$ cat src/sip_pkg.sv
// ----------------------------------------------------------------------------
// sip_pkg
// Shared constants, operation codes and controller/datapath interface types
// for the sorted ID pool.
// ----------------------------------------------------------------------------
package sip_pkg;

  // Field widths of the request and result
  localparam int OP_W  = 3;
  localparam int IN_W  = 11;   // signed ID fields on the request
  localparam int ID_W  = 10;   // non-negative ID, also the taken ID
  localparam int MAX_IDS = 1 << ID_W;

  // Fixed-point shift used for division by the word size
  localparam int QSHIFT = 20;

  // Operation codes
  localparam logic [OP_W-1:0] OP_ADD    = 3'd0;
  localparam logic [OP_W-1:0] OP_REMOVE = 3'd1;
  localparam logic [OP_W-1:0] OP_TAKE   = 3'd2;
  localparam logic [OP_W-1:0] OP_RANGE  = 3'd3;
  localparam logic [OP_W-1:0] OP_CLEAR  = 3'd4;

  // Controller to datapath commands
  typedef struct packed {
    logic load;        // capture request
    logic decode;      // register word indices, set scan pointer
    logic idx_inc;     // step word pointer
    logic wr_en;       // write modified word back
    logic clear_all;   // drop every member
    logic respond;     // issue a result
    logic resp_take;   // result carries the taken ID
    logic resp_empty;  // result flags an empty set
  } sip_cmd_t;

  // Datapath to controller status
  typedef struct packed {
    logic [OP_W-1:0] op;
    logic single_ok;   // single ID lies inside the pool
    logic range_ok;    // clamped range is not empty
    logic flag_hit;    // word under pointer holds a member
    logic idx_last;    // pointer at last word
    logic idx_at_hi;   // pointer at last word of range
  } sip_stat_t;

endpackage

$ cat src/sorted_id_pool.sv
// ----------------------------------------------------------------------------
// sorted_id_pool
// Set of IDs held as a presence bitmap with one occupancy flag per word:
// add, remove, take smallest, add inclusive range, clear.
//
//   Channel   Ports                                     Handshake
//   request   in_op, in_first_id, in_last_id            start high, busy low
//   result    out_taken_id, out_was_empty               out_valid, one cycle
//
// Take scans the occupancy flags one word per cycle; add range reads and
// writes back each word it covers through the single-port word memory.
// The bitmap holds ceil(min(ID_COUNT,1024)/WORD_BITS) words, 16 at defaults.
// Result strobes in the first cycle with busy low; a new request may start then.
// Reset empties the set at once by clearing the occupancy flags.
// The receiver cannot stall; each result is shown for one cycle only.
// ----------------------------------------------------------------------------
module sorted_id_pool
  import sip_pkg::*;
#(
  parameter int ID_COUNT  = 1024,
  parameter int WORD_BITS = 64
) (
  input  logic                   clk,
  input  logic                   rst_n,
  input  logic                   start,
  output logic                   busy,
  input  logic [OP_W-1:0]        in_op,
  input  logic signed [IN_W-1:0] in_first_id,
  input  logic signed [IN_W-1:0] in_last_id,
  output logic                   out_valid,
  output logic [ID_W-1:0]        out_taken_id,
  output logic                   out_was_empty
);

  sip_cmd_t  cmd;
  sip_stat_t stat;

  // Sequencer
  sip_ctrl u_ctrl (
    .clk   (clk),
    .rst_n (rst_n),
    .start (start),
    .busy  (busy),
    .stat  (stat),
    .cmd   (cmd)
  );

  // Bitmap datapath
  sip_dp #(
    .ID_COUNT  (ID_COUNT),
    .WORD_BITS (WORD_BITS)
  ) u_dp (
    .clk           (clk),
    .rst_n         (rst_n),
    .in_op         (in_op),
    .in_first_id   (in_first_id),
    .in_last_id    (in_last_id),
    .cmd           (cmd),
    .stat          (stat),
    .out_valid     (out_valid),
    .out_taken_id  (out_taken_id),
    .out_was_empty (out_was_empty)
  );

endmodule

$ cat src/sip_ctrl.sv
// ----------------------------------------------------------------------------
// sip_ctrl
// Sequencer for the sorted ID pool: decodes a request and steps the
// datapath through scan and read-modify-write of bitmap words.
// ----------------------------------------------------------------------------
module sip_ctrl
  import sip_pkg::*;
(
  input  logic      clk,
  input  logic      rst_n,
  input  logic      start,
  output logic      busy,
  input  sip_stat_t stat,
  output sip_cmd_t  cmd
);

  localparam logic [2:0] ST_IDLE   = 3'd0;
  localparam logic [2:0] ST_DECODE = 3'd1;
  localparam logic [2:0] ST_SCAN   = 3'd2;
  localparam logic [2:0] ST_RD     = 3'd3;
  localparam logic [2:0] ST_MOD    = 3'd4;

  logic [2:0] state_r;
  logic [2:0] state_nxt;

  assign busy = (state_r != ST_IDLE);

  // Next state and commands
  always_comb begin
    state_nxt = state_r;
    cmd       = '0;
    case (state_r)
      ST_IDLE: begin
        if (start) begin
          cmd.load  = 1'b1;
          state_nxt = ST_DECODE;
        end
      end
      ST_DECODE: begin
        cmd.decode = 1'b1;
        case (stat.op)
          OP_ADD, OP_REMOVE: begin
            if (stat.single_ok) begin
              state_nxt = ST_RD;
            end else begin
              cmd.respond = 1'b1;
              state_nxt   = ST_IDLE;
            end
          end
          OP_RANGE: begin
            if (stat.range_ok) begin
              state_nxt = ST_RD;
            end else begin
              cmd.respond = 1'b1;
              state_nxt   = ST_IDLE;
            end
          end
          OP_TAKE: begin
            state_nxt = ST_SCAN;
          end
          OP_CLEAR: begin
            cmd.clear_all = 1'b1;
            cmd.respond   = 1'b1;
            state_nxt     = ST_IDLE;
          end
          default: begin
            cmd.respond = 1'b1;
            state_nxt   = ST_IDLE;
          end
        endcase
      end
      // walk the occupancy flags for the first non-empty word
      ST_SCAN: begin
        if (stat.flag_hit) begin
          state_nxt = ST_MOD;
        end else if (stat.idx_last) begin
          cmd.respond    = 1'b1;
          cmd.resp_empty = 1'b1;
          state_nxt      = ST_IDLE;
        end else begin
          cmd.idx_inc = 1'b1;
        end
      end
      ST_RD: begin
        state_nxt = ST_MOD;
      end
      // write back; a range moves on to its next word
      ST_MOD: begin
        cmd.wr_en = 1'b1;
        if (stat.op == OP_RANGE && !stat.idx_at_hi) begin
          cmd.idx_inc = 1'b1;
          state_nxt   = ST_RD;
        end else begin
          cmd.respond   = 1'b1;
          cmd.resp_take = (stat.op == OP_TAKE);
          state_nxt     = ST_IDLE;
        end
      end
      default: begin
        state_nxt = ST_IDLE;
      end
    endcase
  end

  always_ff @(posedge clk) begin
    if (!rst_n) begin
      state_r <= ST_IDLE;
    end else begin
      state_r <= state_nxt;
    end
  end

endmodule

$ cat src/sip_dp.sv
// ----------------------------------------------------------------------------
// sip_dp
// Datapath of the sorted ID pool: request registers, word index decode,
// bitmap word memory with occupancy flags, word update and result register.
// ----------------------------------------------------------------------------
module sip_dp
  import sip_pkg::*;
#(
  parameter int ID_COUNT  = 1024,
  parameter int WORD_BITS = 64
) (
  input  logic                   clk,
  input  logic                   rst_n,
  input  logic [OP_W-1:0]        in_op,
  input  logic signed [IN_W-1:0] in_first_id,
  input  logic signed [IN_W-1:0] in_last_id,
  input  sip_cmd_t               cmd,
  output sip_stat_t              stat,
  output logic                   out_valid,
  output logic [ID_W-1:0]        out_taken_id,
  output logic                   out_was_empty
);

  // IDs past the request's reach or the pool size are never stored
  localparam int LIM_I = (ID_COUNT < MAX_IDS) ? ID_COUNT : MAX_IDS;
  localparam int WORDS = (LIM_I + WORD_BITS - 1) / WORD_BITS;
  localparam int WI_W  = (WORDS > 1) ? $clog2(WORDS) : 1;
  localparam int BI_W  = $clog2(WORD_BITS);
  localparam int RECIP = ((1 << QSHIFT) + WORD_BITS - 1) / WORD_BITS;
  localparam int PW    = ID_W + QSHIFT;
  localparam logic [ID_W-1:0] LAST_MAX = ID_W'(LIM_I - 1);
  localparam logic [BI_W-1:0] TOP_BIT  = BI_W'(WORD_BITS - 1);

  // Request registers
  logic [OP_W-1:0] op_r;
  logic [IN_W-1:0] first_r;
  logic [IN_W-1:0] last_r;

  // Word pointer and decoded bounds
  logic [WI_W-1:0] idx_r;
  logic [WI_W-1:0] wlo_r;
  logic [WI_W-1:0] whi_r;

  // Bitmap store
  logic [WORD_BITS-1:0] mem [WORDS];
  logic [WORDS-1:0]     nonempty_r;
  logic [WORD_BITS-1:0] rd_r;
  logic                 rdv_r;

  // Result registers
  logic            out_valid_r;
  logic [ID_W-1:0] taken_r;
  logic            empty_r;

  logic [ID_W-1:0]      first_c;
  logic [ID_W-1:0]      last_c;
  logic [PW-1:0]        prod_lo;
  logic [PW-1:0]        prod_hi;
  logic [WI_W-1:0]      q_lo;
  logic [WI_W-1:0]      q_hi;
  logic [BI_W-1:0]      lo_b;
  logic [BI_W-1:0]      hi_b;
  logic [WORD_BITS-1:0] rd_eff;
  logic [WORD_BITS-1:0] bit_mask;
  logic [WORD_BITS-1:0] lo_mask;
  logic [WORD_BITS-1:0] hi_mask;
  logic [WORD_BITS-1:0] rng_mask;
  logic [WORD_BITS-1:0] word_nxt;
  logic [BI_W-1:0]      ffs_pos;
  logic [ID_W-1:0]      taken_nxt;

  // Clamp bounds: negative first to zero, last to the top ID
  assign first_c = first_r[IN_W-1] ? '0 : first_r[ID_W-1:0];
  assign last_c  = (last_r[ID_W-1:0] > LAST_MAX) ? LAST_MAX : last_r[ID_W-1:0];

  // Word index by reciprocal multiply, exact for 10-bit IDs
  assign prod_lo = PW'(first_c) * PW'(RECIP);
  assign prod_hi = PW'(last_c) * PW'(RECIP);
  assign q_lo    = WI_W'(prod_lo >> QSHIFT);
  assign q_hi    = WI_W'(prod_hi >> QSHIFT);

  // Bit offsets within the first and last words
  assign lo_b = BI_W'(first_c - ID_W'(wlo_r * WORD_BITS));
  assign hi_b = BI_W'(last_c - ID_W'(whi_r * WORD_BITS));

  // Status
  assign stat.op        = op_r;
  assign stat.single_ok = !first_r[IN_W-1] && (first_r[ID_W-1:0] <= LAST_MAX);
  assign stat.range_ok  = !last_r[IN_W-1] && (first_c <= last_c);
  assign stat.flag_hit  = nonempty_r[idx_r];
  assign stat.idx_last  = (idx_r == WI_W'(WORDS - 1));
  assign stat.idx_at_hi = (idx_r == whi_r);

  // Word read is zero while its flag is clear
  assign rd_eff = rdv_r ? rd_r : '0;

  // Masks for single ID and range
  assign bit_mask = WORD_BITS'(1) << lo_b;
  assign lo_mask  = (idx_r == wlo_r) ? ({WORD_BITS{1'b1}} << lo_b) : '1;
  assign hi_mask  = (idx_r == whi_r) ? ({WORD_BITS{1'b1}} >> (TOP_BIT - hi_b)) : '1;
  assign rng_mask = lo_mask & hi_mask;

  // Lowest set bit of the word read
  always_comb begin
    ffs_pos = '0;
    for (int b = WORD_BITS - 1; b >= 0; b--) begin
      if (rd_eff[b]) begin
        ffs_pos = BI_W'(b);
      end
    end
  end

  assign taken_nxt = ID_W'(idx_r * WORD_BITS) + ID_W'(ffs_pos);

  // Updated word per operation
  always_comb begin
    case (op_r)
      OP_ADD:    word_nxt = rd_eff | bit_mask;
      OP_REMOVE: word_nxt = rd_eff & ~bit_mask;
      OP_TAKE:   word_nxt = rd_eff & (rd_eff - WORD_BITS'(1));
      OP_RANGE:  word_nxt = rd_eff | rng_mask;
      default:   word_nxt = rd_eff;
    endcase
  end

  // Request capture and pointer
  always_ff @(posedge clk) begin
    if (cmd.load) begin
      op_r    <= in_op;
      first_r <= in_first_id;
      last_r  <= in_last_id;
    end
    if (cmd.decode) begin
      wlo_r <= q_lo;
      whi_r <= q_hi;
      idx_r <= (op_r == OP_TAKE) ? '0 : q_lo;
    end else if (cmd.idx_inc) begin
      idx_r <= idx_r + 1'b1;
    end
  end

  // Word memory: registered read, write back of modified word
  always_ff @(posedge clk) begin
    rd_r <= mem[idx_r];
    if (cmd.wr_en) begin
      mem[idx_r] <= word_nxt;
    end
  end

  // Occupancy flags
  always_ff @(posedge clk) begin
    if (!rst_n) begin
      nonempty_r <= '0;
      rdv_r      <= 1'b0;
    end else begin
      rdv_r <= nonempty_r[idx_r];
      if (cmd.clear_all) begin
        nonempty_r <= '0;
      end else if (cmd.wr_en) begin
        nonempty_r[idx_r] <= (word_nxt != '0);
      end
    end
  end

  // Result register, one-cycle strobe
  always_ff @(posedge clk) begin
    if (!rst_n) begin
      out_valid_r <= 1'b0;
    end else begin
      out_valid_r <= cmd.respond;
    end
    if (cmd.respond) begin
      taken_r <= cmd.resp_take ? taken_nxt : '0;
      empty_r <= cmd.resp_empty;
    end
  end

  assign out_valid     = out_valid_r;
  assign out_taken_id  = taken_r;
  assign out_was_empty = empty_r;

endmodule
$ cat config.mk
export PLATFORM = sky130hd
export DESIGN_NAME = sorted_id_pool
export DESIGN_NICKNAME = d
export VERILOG_FILES = /design/src/sip_pkg.sv /design/src/sorted_id_pool.sv /design/src/sip_ctrl.sv /design/src/sip_dp.sv
export SDC_FILE = /design/constraint.sdc
export NUM_CORES = 2
export LEC_CHECK = 0
export CAP_MARGIN = 0
export CELL_PAD_IN_SITES_DETAIL_PLACEMENT = 0
export CELL_PAD_IN_SITES_GLOBAL_PLACEMENT = 1
export CORE_MARGIN = 2
export CORE_UTILIZATION = 35
export CTS_CLUSTER_SIZE = 12
export DETAILED_ROUTE_END_ITERATION = 8
export DONT_BUFFER_PORTS = 1
export PLACE_DENSITY_LB_ADDON = 0.1
export RECOVER_POWER = 100
export SLEW_MARGIN = 20
export SYNTH_ARGS = -nofsm -noshare
export SYNTH_HDL_FRONTEND = slang
export SYNTH_HIERARCHICAL = 1
export SYNTH_SLANG_ARGS = --single-unit
$ cat constraint.sdc
create_clock -name clk -period 8.4 [get_ports clk]
set_clock_uncertainty 0.15 [all_clocks]
set_input_delay 2.52 -clock clk [delete_from_list [all_inputs] [get_ports clk]]
set_output_delay 2.52 -clock clk [all_outputs]
set_load 0.02 [all_outputs]
==> Implementation_results.wiki <==
{| class="wikitable"
! Metric !! Value
|-
| Final wirelength || around 160000 um
|-
| EDFF count, synth || approximately 1100
|-
| Filler Cell Count || 12410
|-
| Yosys warning total || 6
|-
| Detailed Place HPWL || 100900 um
|-
| Root buffer selected by CTS || sky130_fd_sc_hd__clkbuf_16
|-
| Number of storage elements in the synthesis netlist || ~1200
|-
| Max Clk Rate || roughly 140 MHz
|-
| Required time of the critical path || approximately 8.7 ns
|-
| DRC violations left || 0
|-
| Max-capacitance violation count || 40
|-
| Number of buffers added by the clock tree synthesis step || approximately 130
|-
| Total placed cells including tap cells || 4482
|-
| Final period demand of the worst path || approximately 7.2 ns
|-
| Synthesized netlist cell count || approximately 2800
|-
| Clk slew on worst S/H paths || 0.06 ns
|-
| Area of the die || about 140000 um2
|-
| Die Y || approximately 380 um
|-
| Global-route usage over all layers || 0.2313
|-
| Number of buffers inserted for hold repair after clock tree synthesis || 0
|-
| Library cell with the highest instance count after synthesis || sky130_fd_sc_hd__edfxtp_1
|-
| Insertion delay to the later sink of the worst-skew pair || just under 0.8 ns
|-
| Total number of vias || roughly 29000
|-
| Clock Sink Count || 1157
|-
| Final weighted congestion in routability-driven placement || slightly above 1
|-
| Worst rel slew slack || -1.710
|-
| Area leader, netlist || sky130_fd_sc_hd__edfxtp_1
|-
| Accumulated negative setup slack || 0 ns
|-
| Final Instance Count excl. Fillers || between 4000 and 5000
|-
| H-tree depth reported by CTS || 4
|-
| Mapped Nets || about 2800
|-
| Horizontal die dimension || around 380 um
|-
| Hold Violations, Final || 0
|-
| Leading cell types by count after synthesis || sky130_fd_sc_hd__edfxtp_1, sky130_fd_sc_hd__mux4_2, sky130_fd_sc_hd__clkbuf_1
|-
| Most used flip-flop cell after synthesis || sky130_fd_sc_hd__edfxtp_1
|-
| Result of the run || finished, violations left
|-
| CP Max Fanout || 42
|-
| Lkg Pwr || 18.00 nW
|-
| Number of detailed-routing iterations run before antenna repair || 6
|-
| Area of the core region || approximately 140000 um2
|-
| DR WL/cell || 34.59 um
|-
| Slew at the pin closest to its max-slew limit || slightly above 4 ns
|-
| Number of post-CTS setup repair buffers || 0
|-
| Post-layout nets || between 2000 and 3000
|-
| Portion of the post-synthesis area used by sequential elements || 0.6976
|-
| Category of the most critical setup path || reg2reg
|-
| Element type at the critical path end || flop
|-
| Share of async-settable or async-resettable flops after synthesis || 0
|-
| RSZ-0062 raised after global routing || false
|-
| Worst-case register-to-register setup slack || 1.23 ns
|-
| Max rail drop VDD || around 0.17 mV
|-
| Fraction of layout cells with a size suffix above 1 || 0.2133
|-
| Number of I/O port buffers || 0
|-
| Average footprint of a synthesized cell || between 15 and 20 um2
|-
| Core Rows || around 140
|-
| Fraction of synthesized cell area taken by the top area cell type || 0.6626
|-
| Number of antenna violations at the first check in global routing || 17
|-
| Quantity of gates resized following cts || 0
|-
| Worst Setup Start Kind || flop
|-
| Pwr/cell area || between 200 and 250 nW/um2
|-
| Worst hold slack across all endpoints || approximately 0.33 ns
|-
| Path class of the lowest-slack min-delay path || reg2reg
|-
| Fin. max-slew vios || about 1300
|-
| Initial Util || 0.3529
|-
| Clock tree from TritonCTS || done
|-
| Number of buffers on the longest clock path || 3
|-
| Maximum number of pins on one net before global-route repair || 82
|-
| First DRT Iteration DRCs || ~3200
|-
| Via density per instance || about 6.0
|-
| Largest cells by area after synthesis || sky130_fd_sc_hd__edfxtp_1, sky130_fd_sc_hd__mux4_2, sky130_fd_sc_hd__dfxtp_1
|-
| Post-DRT Antenna Nets || 0
|-
| Remaining global-route overflow || 0
|-
| Number of global-route vias before repair || about 29000
|-
| Yosys cell types || 86
|-
| Part of the cycle the worst path needs || 0.8534
|-
| Failing checks || max-capacitance violations, max-slew violations
|-
| Data arrival time at the worst-slack endpoint || about 7.5 ns
|-
| IO Count || 41
|-
| Final setup violation count || 0
|-
| First-pass GRT wire length || 229800 um
|-
| Synth Cell Area || between 40000 and 50000 um2
|-
| Post-synthesis to final-layout area growth || 14.10%
|}
sequential cells by signal (all words and copies together), names as in the netlist:
name	cells
u_dp/nonempty_r	16
u_dp/out_valid	1
u_dp/rdv_r	1
u_dp/op_r	3
u_dp/last_r	11
u_dp/wlo_r	4
u_dp/idx_r	4
u_dp/first_r	11
u_dp/out_was_empty	1
u_dp/out_taken_id	10
u_dp/mem	1024
u_ctrl/state_r	3
u_dp/whi_r	4
u_dp/rd_r	64
cell families after synthesis:
kind of cell / Yosys count / share of synthesized area
compound gates: 469 / 0.06668
xor+xnor: 10 / 0.001803
fa+ha+maj: 15 / 0.003863
buf+inv: 238 / 0.01901
flops: 1157 / 0.6976
mux: 325 / 0.1507
simple gates: 550 / 0.06037
routing by layer:
| metal | share of wire | track usage | vias up |
|---|---|---|---|
| li1 | - | - | 11650 |
| met1 | 0.44 | 0.3274 | 15480 |
| met2 | 0.46 | 0.3610 | 1188 |
| met3 | 0.067 | 0.04244 | 298 |
| met4 | 0.034 | 0.07592 | 4 |
| met5 | 0.00010 | 0 | - |
worst max-delay path, stage by stage, from the launching register on:
cell and delay (ns):
sky130_fd_sc_hd__edfxtp_1 0.33, sky130_fd_sc_hd__clkbuf_1 1.97, sky130_fd_sc_hd__inv_1 0.82, sky130_fd_sc_hd__nand2_1 0.61
sky130_fd_sc_hd__a31oi_1 0.14, sky130_fd_sc_hd__nor2_1 0.19, sky130_fd_sc_hd__o22ai_1 0.12, sky130_fd_sc_hd__buf_4 0.22
sky130_fd_sc_hd__nor4_1 0.73, sky130_fd_sc_hd__nand4_1 0.41, sky130_fd_sc_hd__nor4_4 0.91, sky130_fd_sc_hd__a31oi_1 0.20
cells in the final DEF (no fill, tap or decap), types with 13 or more instances in the layout:
| cell type | n |
|---|---|
| sky130_fd_sc_hd__or3_1 | 18 |
| sky130_fd_sc_hd__o211ai_1 | 24 |
| sky130_fd_sc_hd__nor2b_1 | 17 |
| sky130_fd_sc_hd__o41ai_1 | 19 |
| sky130_fd_sc_hd__or2_2 | 13 |
| sky130_fd_sc_hd__a31oi_1 | 47 |
| sky130_fd_sc_hd__o31ai_1 | 17 |
| sky130_fd_sc_hd__ha_1 | 15 |
| sky130_fd_sc_hd__a21o_1 | 15 |
| sky130_fd_sc_hd__edfxtp_1 | 1072 |
| sky130_fd_sc_hd__nor4_1 | 28 |
| sky130_fd_sc_hd__nand2_1 | 109 |
| sky130_fd_sc_hd__clkbuf_1 | 108 |
| sky130_fd_sc_hd__nor2_1 | 109 |
| sky130_fd_sc_hd__nor3_1 | 61 |
| sky130_fd_sc_hd__clkbuf_16 | 134 |
| sky130_fd_sc_hd__inv_1 | 34 |
| sky130_fd_sc_hd__buf_4 | 56 |
| sky130_fd_sc_hd__clkinv_2 | 17 |
| sky130_fd_sc_hd__a22oi_1 | 14 |
| sky130_fd_sc_hd__o21ai_0 | 93 |
| sky130_fd_sc_hd__a21oi_1 | 80 |
| sky130_fd_sc_hd__nand4_1 | 20 |
| sky130_fd_sc_hd__dfxtp_1 | 85 |
| sky130_fd_sc_hd__nand3_1 | 62 |
| sky130_fd_sc_hd__a32oi_1 | 19 |
| sky130_fd_sc_hd__or4_1 | 18 |
| sky130_fd_sc_hd__mux4_2 | 325 |
| sky130_fd_sc_hd__clkinv_1 | 16 |
worst paths after layout:
check	start	endpoint	depth (start not counted)
setup / recovery	u_dp/first_r[10]	u_dp/nonempty_r[0]	11
hold / removal	u_dp/last_r[9]	u_dp/whi_r[3]	0
setup reg to reg	u_dp/first_r[10]	u_dp/nonempty_r[0]	11
hold reg to reg	u_dp/last_r[9]	u_dp/whi_r[3]	0
stage by stage:
stage / util / area, um2 / total power, mW / worst slack (ns)
after CTS: 0.4050 / 55760 / 13.54 / 2.465
after detailed placement: 0.3725 / 51280 / 7.744 / 2.535
final: 0.4027 / 55430 / 13.39 / 1.232
after floorplan: - / 48580 / 7.264 / 1.588
after global placement: 0.3723 / 51250 / 7.739 / 2.586
after global routing: 0.4026 / 55420 / 13.84 / 1.072
final cells by class:
cell class	instances	area, um2	share of cell area
inverters	37	138.9	0.002505
repair buffers	130	724.4	0.01307
clock inverters	58	817.0	0.01474
flip-flops and latches	1157	33890	0.6114
diodes	5	12.51	0.0002257
well taps	1794	2245	0.04049
multi-input cells	1369	13940	0.2515
clock buffers	184	3661	0.06604
where the power goes:
part | switching (mW) | internal (mW)
clock | 2.40 | 3.36
sequential | 0.163 | 6.37
combinational | 0.703 | 0.395
total | 3.27 | 10.1
No activity file was read; power rests on OpenSTA's default activity.
